$ cat src/hw/rtl/frag_pkg.sv
`timescale 1ns / 1ps

package frag_pkg;

  // default capacity of the blob store in bytes
  localparam int unsigned BLOB_BYTES_DEF = 64;

  // header bytes at the front of every fragment: flags, index low, index high
  localparam int unsigned HEADER_BYTES = 3;

  typedef struct packed {
    logic [7:0] data_byte;
    logic       fragment_end;
  } frag_in_t;

  typedef struct packed {
    logic [7:0] blob_byte;
    logic       blob_last;
    logic       blob_empty;
  } frag_out_t;

endpackage

$ cat src/hw/rtl/fragment_reassembler_core.sv
`timescale 1ns / 1ps

// channel   direction  payload      handshake
// frag      in         frag_in_t    frag_valid / frag_stall
// blob      out        frag_out_t   blob_valid / blob_stall
//
// for a fragment byte, header, payload and fragment end are all
// handled in the cycle the transaction is accepted
// a completed blob comes out byte by byte, each read from the registered
// read port of the blob store, then loaded into the output register
// the frag channel is stalled while a blob is being read out; an empty
// marker goes out in the cycle after its final fragment ends
// rst is synchronous and clears all control state; the blob store needs no
// clearing pass since only bytes below the fill count are ever read
// a stalled output keeps its transaction; new fragment bytes are still taken
// while the last blob byte waits, unless that waiting byte is being stalled

module fragment_reassembler_core #(
  parameter int unsigned BLOB_BYTES = frag_pkg::BLOB_BYTES_DEF
) (
  input  logic                clk,
  input  logic                rst,
  input  logic                frag_valid,
  output logic                frag_stall,
  input  frag_pkg::frag_in_t  frag,
  output logic                blob_valid,
  input  logic                blob_stall,
  output frag_pkg::frag_out_t blob
);

  import frag_pkg::*;

  // store address and fill count widths
  localparam int unsigned AW = (BLOB_BYTES > 1) ? $clog2(BLOB_BYTES) : 1;
  localparam int unsigned LW = $clog2(BLOB_BYTES + 1);

  // header progress within a fragment
  localparam logic [1:0] HDR_FLAGS = 2'd0;
  localparam logic [1:0] HDR_IDX_LO = 2'd1;
  localparam logic [1:0] HDR_IDX_HI = 2'd2;
  localparam logic [1:0] HDR_DONE = 2'(HEADER_BYTES);

  typedef enum logic [1:0] {
    S_IDLE,   // taking fragment bytes
    S_READ,   // blob store read in flight
    S_LOAD    // read data ready, waiting for a free output register
  } state_t;

  state_t state;

  // per-fragment header state
  logic [1:0]    header_count;
  logic          final_seen;
  logic [7:0]    index_low_byte;
  logic          dropping_fragment;
  logic          overflowed;

  // per-blob state
  logic [15:0]   expected_index;
  logic [LW-1:0] blob_length;

  // readout pointer
  logic [LW-1:0] rd_ptr;

  // blob store: one write port while taking bytes, one registered read port
  logic [7:0]    blob_store [BLOB_BYTES];
  logic [7:0]    rd_data;
  logic          wr_en;

  // next values computed for an accepted fragment byte
  logic [1:0]    header_count_next;
  logic          final_seen_next;
  logic [7:0]    index_low_byte_next;
  logic          dropping_fragment_next;
  logic          overflowed_next;
  logic [15:0]   expected_index_next;
  logic [LW-1:0] blob_length_next;
  logic          emit_marker;
  logic          emit_blob;

  logic          frag_take;
  logic          blob_take;
  logic          out_free;
  logic          load_out;
  logic [15:0]   frag_index;
  logic          rd_last;

  assign frag_take  = frag_valid && !frag_stall;
  assign blob_take  = blob_valid && !blob_stall;
  // output register can take a new transaction this cycle
  assign out_free   = !blob_valid || !blob_stall;
  // output register gets a marker or a blob byte this cycle
  assign load_out   = ((state == S_IDLE) && frag_take && emit_marker) ||
                      ((state == S_LOAD) && out_free);
  assign frag_stall = (state != S_IDLE) || (blob_valid && blob_stall);
  assign frag_index = {frag.data_byte, index_low_byte};
  assign rd_last    = (LW'(rd_ptr + 1'b1) == blob_length);

  // header parse, payload append and fragment end for one byte
  always_comb begin
    header_count_next      = header_count;
    final_seen_next        = final_seen;
    index_low_byte_next    = index_low_byte;
    dropping_fragment_next = dropping_fragment;
    overflowed_next        = overflowed;
    expected_index_next    = expected_index;
    blob_length_next       = blob_length;
    wr_en                  = 1'b0;
    emit_marker            = 1'b0;
    emit_blob              = 1'b0;

    case (header_count)
      HDR_FLAGS: begin
        final_seen_next   = frag.data_byte[0];
        header_count_next = HDR_IDX_LO;
      end
      HDR_IDX_LO: begin
        index_low_byte_next = frag.data_byte;
        header_count_next   = HDR_IDX_HI;
      end
      HDR_IDX_HI: begin
        header_count_next = HDR_DONE;
        // out-of-order index: drop the partial blob; index zero starts anew
        if (frag_index != expected_index) begin
          blob_length_next    = '0;
          expected_index_next = '0;
          if (frag_index != 16'd0) begin
            dropping_fragment_next = 1'b1;
          end
        end
      end
      default: begin
        if (!dropping_fragment && !overflowed) begin
          if (blob_length < LW'(BLOB_BYTES)) begin
            wr_en            = frag_take;
            blob_length_next = LW'(blob_length + 1'b1);
          end else begin
            overflowed_next = 1'b1;
          end
        end
      end
    endcase

    if (frag.fragment_end) begin
      if (header_count_next != HDR_DONE || overflowed_next) begin
        // short fragment or overflow: discard the whole blob
        blob_length_next    = '0;
        expected_index_next = '0;
      end else if (!dropping_fragment_next) begin
        if (!final_seen_next) begin
          expected_index_next = 16'(expected_index_next + 1'b1);
        end else begin
          expected_index_next = '0;
          if (blob_length_next == '0) begin
            emit_marker = 1'b1;
          end else begin
            emit_blob = 1'b1;
          end
        end
      end
      header_count_next      = HDR_FLAGS;
      final_seen_next        = 1'b0;
      index_low_byte_next    = '0;
      dropping_fragment_next = 1'b0;
      overflowed_next        = 1'b0;
    end
  end

  // blob store write and registered read
  always_ff @(posedge clk) begin
    if (wr_en) begin
      blob_store[blob_length[AW-1:0]] <= frag.data_byte;
    end
    rd_data <= blob_store[rd_ptr[AW-1:0]];
  end

  // control state and output register
  always_ff @(posedge clk) begin
    if (rst) begin
      state             <= S_IDLE;
      header_count      <= HDR_FLAGS;
      final_seen        <= 1'b0;
      index_low_byte    <= '0;
      dropping_fragment <= 1'b0;
      overflowed        <= 1'b0;
      expected_index    <= '0;
      blob_length       <= '0;
      rd_ptr            <= '0;
      blob_valid        <= 1'b0;
    end else begin
      if (load_out) begin
        blob_valid <= 1'b1;
      end else if (blob_take) begin
        blob_valid <= 1'b0;
      end

      case (state)
        S_IDLE: begin
          if (frag_take) begin
            header_count      <= header_count_next;
            final_seen        <= final_seen_next;
            index_low_byte    <= index_low_byte_next;
            dropping_fragment <= dropping_fragment_next;
            overflowed        <= overflowed_next;
            expected_index    <= expected_index_next;
            if (emit_marker) begin
              // empty blob: single marker, store is already empty
              blob.blob_byte  <= '0;
              blob.blob_last  <= 1'b1;
              blob.blob_empty <= 1'b1;
              blob_length     <= '0;
            end else begin
              blob_length <= blob_length_next;
            end
            if (emit_blob) begin
              rd_ptr <= '0;
              state  <= S_READ;
            end
          end
        end
        S_READ: begin
          state <= S_LOAD;
        end
        S_LOAD: begin
          if (out_free) begin
            blob.blob_byte  <= rd_data;
            blob.blob_last  <= rd_last;
            blob.blob_empty <= 1'b0;
            rd_ptr          <= LW'(rd_ptr + 1'b1);
            if (rd_last) begin
              blob_length <= '0;
              state       <= S_IDLE;
            end else begin
              state <= S_READ;
            end
          end
        end
        default: begin
          state <= S_IDLE;
        end
      endcase
    end
  end

  // fill count never exceeds the store
  a_length_bound: assert property (@(posedge clk) disable iff (rst)
    blob_length <= LW'(BLOB_BYTES))
    else $error("blob length beyond store capacity");

  // readout stays inside the buffered bytes
  a_rd_in_range: assert property (@(posedge clk) disable iff (rst)
    (state != S_IDLE) |-> (rd_ptr < blob_length))
    else $error("readout pointer past blob length");

  // an empty marker is always the last transaction of its blob
  a_marker_last: assert property (@(posedge clk) disable iff (rst)
    (blob_valid && blob.blob_empty) |-> blob.blob_last)
    else $error("empty marker without last flag");

  // a fragment is only dropped after its full header
  a_drop_after_header: assert property (@(posedge clk) disable iff (rst)
    dropping_fragment |-> (header_count == HDR_DONE))
    else $error("dropping before header complete");

  // each store read is followed by a load attempt
  a_read_then_load: assert property (@(posedge clk) disable iff (rst)
    (state == S_READ) |=> (state == S_LOAD))
    else $error("read not followed by load");

endmodule

$ cat config.mk
export PLATFORM = sky130hd
export DESIGN_NAME = fragment_reassembler_core
export DESIGN_NICKNAME = d
export VERILOG_FILES = /design/src/hw/rtl/frag_pkg.sv /design/src/hw/rtl/fragment_reassembler_core.sv
export SDC_FILE = /design/constraint.sdc
export NUM_CORES = 1
export LEC_CHECK = 0
export BUFFER_PORTS_ARGS = -buffer_cell sky130_fd_sc_hd__buf_2
export CORE_MARGIN = 5
export CORE_UTILIZATION = 50
export CTS_BUF_LIST = sky130_fd_sc_hd__clkbuf_4 sky130_fd_sc_hd__clkbuf_8
export DETAILED_ROUTE_END_ITERATION = 10
export HOLD_SLACK_MARGIN = 0.05
export PLACE_DENSITY = 0.68
export SYNTH_ARGS = -nofsm -noshare
export SYNTH_HDL_FRONTEND = slang
export SYNTH_SLANG_ARGS = --single-unit
$ cat constraint.sdc
create_clock -name clk -period 3.2 [get_ports clk]
set_clock_uncertainty 0.2 [all_clocks]
set_input_delay 0.8 -clock clk [delete_from_list [all_inputs] [get_ports clk]]
set_output_delay 0.8 -clock clk [all_outputs]
set_load 0.02 [all_outputs]
==> flow_summary_export.csv, run 1 <==
group,metric,value,unit
run_status,status,"completed",
min_path,hp-class,"in2reg",
timing,report.final.setup_viol,0,
clock_tree,clk_latency,0.69,ns
pwr,ir_drop,0.351,mV
floorplan,rows,79,
clock_tree,clkTransAtPathRegs,0.06,ns
yosys,synth_cell_types,58,
cells_and_area,fillCellCount,3394,
timing,worstMarginPinSlew,0.765,ns
routing,route.detailed.drc,0,
timing,period_share,92.4,%
routing,first_iter_violations,1547,
critical_path,worstPathRequired,3.54,ns
place,portBuffers,24,
floorplan,dieWidth,226,um
routing,viasPerCell,5.95,
clock_tree,postCtsHoldBufs,0,
timing,hold_viol_final,0,
run,drv_cap,0,
yosys,synthCells,1235,
critical_path,reg2regPathDepth,8,
timing,rsz0062_at_grt,"no",
timing,final_max_slew_viol_count,0,
floorplan,core,0.0463,mm2
min_path,min_delay_path_depth,3,
grt,gr-total-overflow,0,
place,place_inst,1945,
clock_tree,cts_sinks,576,
clock_tree,cts_made_buffers,93,
grt,grt_pass1_wl,80.9,mm
clock_tree,root_buffer,"clkbuf_8",
timing,period_minus_slack,2.96,ns
grt,grt_max_degree,67,
pwr,cellLeakagePower,8.73,nW
timing,worst_slack,0.244,ns
yosys,synth_area_leaders,"edfxtp_1 67%, mux4_2 16%, dfxtp_1 4.6%",
grt,first_global_vias,12700,
cells_and_area,syn2layout_area_growth,16.1,%
timing,worst_slew_margin_rel,49.0,%
critical_path,crit_path_start_kind,"flop",
clock_tree,cts_tree,"yes",
pwr,switching_share,20.5,%
timing,whs,0.258,ns
place,dp_slack,-0.116,ns
yosys,ys_seq_area_share,72.0,%
yosys,ys_async_sr_fraction,0,%
pwr,power.internal,0.0119,W
routing,drt_wl_total,54.0,mm
timing,max_freq,338,MHz
pwr,power.switching,0.00309,W
cells_and_area,fin_cells,2118,
yosys,ys_seq_elements,576,
yosys,syn_area_per_cell,18.8,um2
floorplan,start_util,50.3,%
yosys,synth_largest_area_cell,"edfxtp_1",
yosys,syn_nets,1251,
yosys,syn_area,0.0233,mm2
floorplan,die_y,226,um
yosys,yosys.area.top_type_share,67.4,%
grt,grt_usage,21.6,%
yosys,yosys.cell_count.top_type,"edfxtp_1",
yosys,ys.flop_type,"edfxtp_1",
critical_path,endpoint_kind,"flop",
pwr,p_seq_share,54.6,%
pwr,power,0.0150,W
yosys,synth-edff-count,522,
pwr,combPwrFrac,1.7,%
timing,fin_setup_tns,0,ns
cells_and_area,nNetsFinal,1449,
clock_tree,post-cts-setup-buffers,0,
pwr,p_clk_share,43.7,%
pwr,power.density,557,mW/mm2
yosys,synth_top_cells_by_count,"522 x edfxtp_1, 168 x mux4_2, 107 x nor2_1",
routing,routedWlPerCell,25.5,um
yosys,yosys_warnings,0,
cells_and_area,drive_above_1_share,33.9,%
critical_path,path_class,"reg2reg",
floorplan,pin_count,25,
grt,antenna_found_initial,4,
place,post-dp-hpwl,34.9,mm
clock_tree,htree_levels,3,
critical_path,arrival,3.30,ns
routing,drt-pass1-iter-count,5,
critical_path,crit_fanout,15,
clock_tree,cts_resized,0,
routing,final_antenna_net_count,0,
clock_tree,clock_path_buffers,3,
floorplan,dieArea,0.0509,mm2
routing,vias,12600,
place,place_congestion,0.876,
==> cell families (layout without fill, tap and decap cells) <==
group	after synthesis	count (layout)	share of synthesized area [%]
other cells	0	2	0
xor+xnor	23	23	0.866
simple gates	263	263	5.48
compound gates	115	115	3.30
buf+inv	82	356	1.65
fa+ha+maj	3	3	0.161
mux	173	173	16.5
flops	576	576	72.0
==> through the flow <==
step                area [um2]  util (%)
finish                   27000      58.4
global route             27000      58.4
CTS                      27000      58.4
detailed placement       25000      54.1
global placement         25000      54.1
floorplan                23300         -
==> worst max-delay path: stages (launching register included) <==
cell	delay, ns
dfxtp_4	0.60
ha_1	0.32
nor2b_1	0.22
a211oi_1	0.10
o31ai_1	0.21
o2111ai_1	0.21
a21oi_1	0.52
o22ai_1	0.18
a22o_1	0.25
==> registers in the layout, indices dropped and copies added, names as in the netlist <==
signal / flops
blob: 10
blob_length: 7
blob_store: 512
blob_valid: 1
dropping_fragment: 1
expected_index: 16
final_seen: 1
header_count: 2
index_low_byte: 8
overflowed: 1
rd_data: 8
rd_ptr: 7
state: 2
==> layout make-up <==
type	count	area, um2	area share (%)
flip-flops and latches	576	16800	62.1
inverters	16	60.1	0.222
clock buffers	126	1570	5.82
repair buffers	169	1330	4.94
well taps	607	759	2.81
diodes	2	5.00	0.0185
clock inverters	45	383	1.42
multi-input cells	577	6130	22.7
==> power by group through the flow <==
stage	clock network [W]	logic (W)	registers, W
finish	0.00657	0.000260	0.00820
global route	0.00709	0.000280	0.00820
CTS	0.00670	0.000257	0.00820
detailed placement	0	0.000257	0.00836
global placement	0	0.000247	0.00836
floorplan	0	0.0000797	0.00836
==> final timing paths <==
check / start / endpoint / slack (ns)
hold reg to reg: final_seen / final_seen / 0.29
hold / removal: blob_stall / state[1] / 0.26
setup reg to reg: rd_ptr[0] / blob_length[2] / 0.24
setup / recovery: rd_ptr[0] / blob_length[2] / 0.24
==> routing by layer <==
| layer | vias to the layer above | global-route usage [%] | wire length [um] |
|---|---|---|---|
| met1 | 6480 | 29.5 | 21300 |
| met5 | - | 0 | 7 |
| met2 | 546 | 34.3 | 26300 |
| met4 | 2 | 8.06 | 1640 |
| met3 | 94 | 5.16 | 4740 |
| li1 | 5475 | - | - |
==> cells in the final DEF, fill, tap and decap left out, drive strengths merged, types with 7 or more instances in the layout <==
cell / count
clkinv: 34
buf: 169
o21ai: 22
nor3: 9
nand3: 27
a21oi: 22
xor2: 19
mux4: 168
nor4: 16
edfxtp: 522
inv: 20
a22oi: 8
nand4: 7
clkbuf: 126
dfxtp: 54
nand2b: 9
nand2: 39
or2: 8
a31oi: 12
and2: 15
nor2: 107
Note: power is estimated with default switching activity, not from simulation.
==> run 2, diff against run 1 <==
--- a/config.mk
+++ b/config.mk
@@ -11,7 +11,7 @@
 export CTS_BUF_LIST = sky130_fd_sc_hd__clkbuf_4 sky130_fd_sc_hd__clkbuf_8
 export DETAILED_ROUTE_END_ITERATION = 10
 export HOLD_SLACK_MARGIN = 0.05
-export PLACE_DENSITY = 0.68
+export PLACE_DENSITY = 0.74
 export SYNTH_ARGS = -nofsm -noshare
 export SYNTH_HDL_FRONTEND = slang
 export SYNTH_SLANG_ARGS = --single-unit
==> constraint.sdc (replaced) <==
create_clock -name clk -period 3.8 [get_ports clk]
set_clock_uncertainty 0.2 [all_clocks]
set_input_delay 0.95 -clock clk [delete_from_list [all_inputs] [get_ports clk]]
set_output_delay 0.95 -clock clk [all_outputs]
set_load 0.02 [all_outputs]
==> flow_summary_export.csv, run 2 (synthesis gave the netlist of run 1 again) <==
group,metric,value,unit
clock_tree,clkTransAtPathRegs,0.06,ns
run,drv_cap,0,
routing,routedWlPerCell,24.6,um
critical_path,crit_fanout,30,
timing,final_max_slew_viol_count,0,
floorplan,die_y,226,um
grt,first_global_vias,12500,
pwr,ir_drop,0.244,mV
timing,period_share,82.8,%
grt,grt_usage,20.2,%
routing,drt-pass1-iter-count,6,
run_status,status,"completed",
timing,hold_viol_final,0,
clock_tree,cts_resized,0,
place,place_inst,1905,
place,place_congestion,0.913,
place,portBuffers,24,
routing,vias,12400,
cells_and_area,fillCellCount,3344,
clock_tree,cts_tree,"yes",
floorplan,dieWidth,226,um
timing,rsz0062_at_grt,"no",
routing,route.detailed.drc,0,
grt,gr-total-overflow,0,
cells_and_area,final_util,57.2,%
place,dp_slack,0.351,ns
cells_and_area,regArea,0.0168,mm2
clock_tree,post-cts-setup-buffers,0,
floorplan,core,0.0463,mm2
critical_path,crit_path_start_kind,"flop",
place,post-dp-hpwl,32.3,mm
cells_and_area,nNetsFinal,1400,
timing,fin_setup_tns,0,ns
cells_and_area,syn2layout_area_growth,13.7,%
grt,grt_pass1_wl,77.0,mm
pwr,power.density,458,mW/mm2
routing,first_iter_violations,1243,
min_path,hp-class,"reg2reg",
cells_and_area,fin_cells,2056,
critical_path,arrival,3.49,ns
routing,final_antenna_net_count,0,
cells_and_area,final_common_cell,"edfxtp_1",
timing,period_minus_slack,3.15,ns
pwr,cellLeakagePower,8.39,nW
routing,viasPerCell,6.01,
clock_tree,root_buffer,"clkbuf_8",
clock_tree,postCtsHoldBufs,0,
timing,worst_slew_margin_rel,37.4,%
grt,grt_max_degree,67,
floorplan,rows,79,
timing,worst_slack,0.653,ns
critical_path,endpoint_kind,"flop",
cells_and_area,drive_above_1_share,31.1,%
cells_and_area,final_cell_mix,"522 x edfxtp_1, 168 x mux4_2, 107 x nor2_1",
timing,report.final.setup_viol,0,
timing,worstMarginPinSlew,0.937,ns
critical_path,path_class,"reg2reg",
floorplan,dieArea,0.0509,mm2
clock_tree,clock_path_buffers,3,
clock_tree,clk_latency,0.65,ns
clock_tree,cts_made_buffers,84,
floorplan,pin_count,25,
grt,antenna_found_initial,2,
critical_path,worstPathRequired,4.14,ns
clock_tree,htree_levels,3,
routing,drt_wl_total,50.5,mm
floorplan,start_util,50.3,%
cells_and_area,multi_input_area,0.00612,mm2
timing,max_freq,318,MHz
cells_and_area,largest_register_ff_count,512,
clock_tree,cts_sinks,576,
==> run 2: cell count changes in the layout (fill, tap and decap cells not counted), moves of 2 or more <==
cell | previous run | this run
clkinv_1 | 17 | 14
buf_4 | 135 | 96
clkbuf_8 | 100 | 91
bufinv_16 | 6 | 4
clkinv_2 | 16 | 11
==> run 2: final timing paths <==
kind / endpoint / depth (start not counted) / startpoint / slack [ns]
max: blob_length[0] / 8 / rd_ptr[1] / 0.65
min: blob[8] / 1 / rd_data[6] / 0.30
max reg2reg: blob_length[0] / 8 / rd_ptr[1] / 0.65
min reg2reg: blob[8] / 1 / rd_data[6] / 0.30
==> run 2: cell type report <==
| type | count | area share (%) |
|---|---|---|
| antenna | 1 | 0.00946 |
| clock buffer | 117 | 5.48 |
| clock inverter | 33 | 0.989 |
| inverter | 16 | 0.227 |
| multi-input combinational | 577 | 23.2 |
| sequential | 576 | 63.4 |
| tap | 607 | 2.87 |
| timing repair buffer | 129 | 3.86 |
==> run 2: critical path, cell delays in order (launching register included) <==
cell and delay [ns]:
dfxtp_4 0.71, ha_1 0.36, nand3_1 0.14, nor2_1 0.27
xnor2_1 0.16, o2111ai_1 0.25, a21oi_1 0.51, o22ai_1 0.21
a22o_1 0.21
==> run 2: routing by layer <==
| layer | GRT usage [%] | vias to the layer above | wire [um] | share of wire [%] |
|---|---|---|---|---|
| met2 | 33.0 | 544 | 25300 | 50 |
| met3 | 3.73 | 110 | 3610 | 7.2 |
| met4 | 7.87 | 2 | 1540 | 3.1 |
| met1 | 27.3 | 6337 | 20000 | 40 |
| li1 | - | 5358 | - | - |
| met5 | 0 | - | 20 | 0.040 |
==> run 2: per-stage QoR <==
step / hold slack [ns] / cell area (um2) / total power, W
4_1_cts: 0.303 / 26400 / 0.0122
3_3_place_gp: 0.272 / 24700 / 0.00724
2_1_floorplan: 0.255 / 23300 / 0.00711
5_1_grt: 0.325 / 26400 / 0.0125
3_5_place_dp: 0.287 / 24700 / 0.00725
6_report: 0.304 / 26400 / 0.0121
==> run 2: power breakdown <==
part / internal [W] / switching, W
combinational: 0.0000412 / 0.000166
sequential: 0.00690 / 0.00000666
clock: 0.00274 / 0.00226
total: 0.00968 / 0.00244
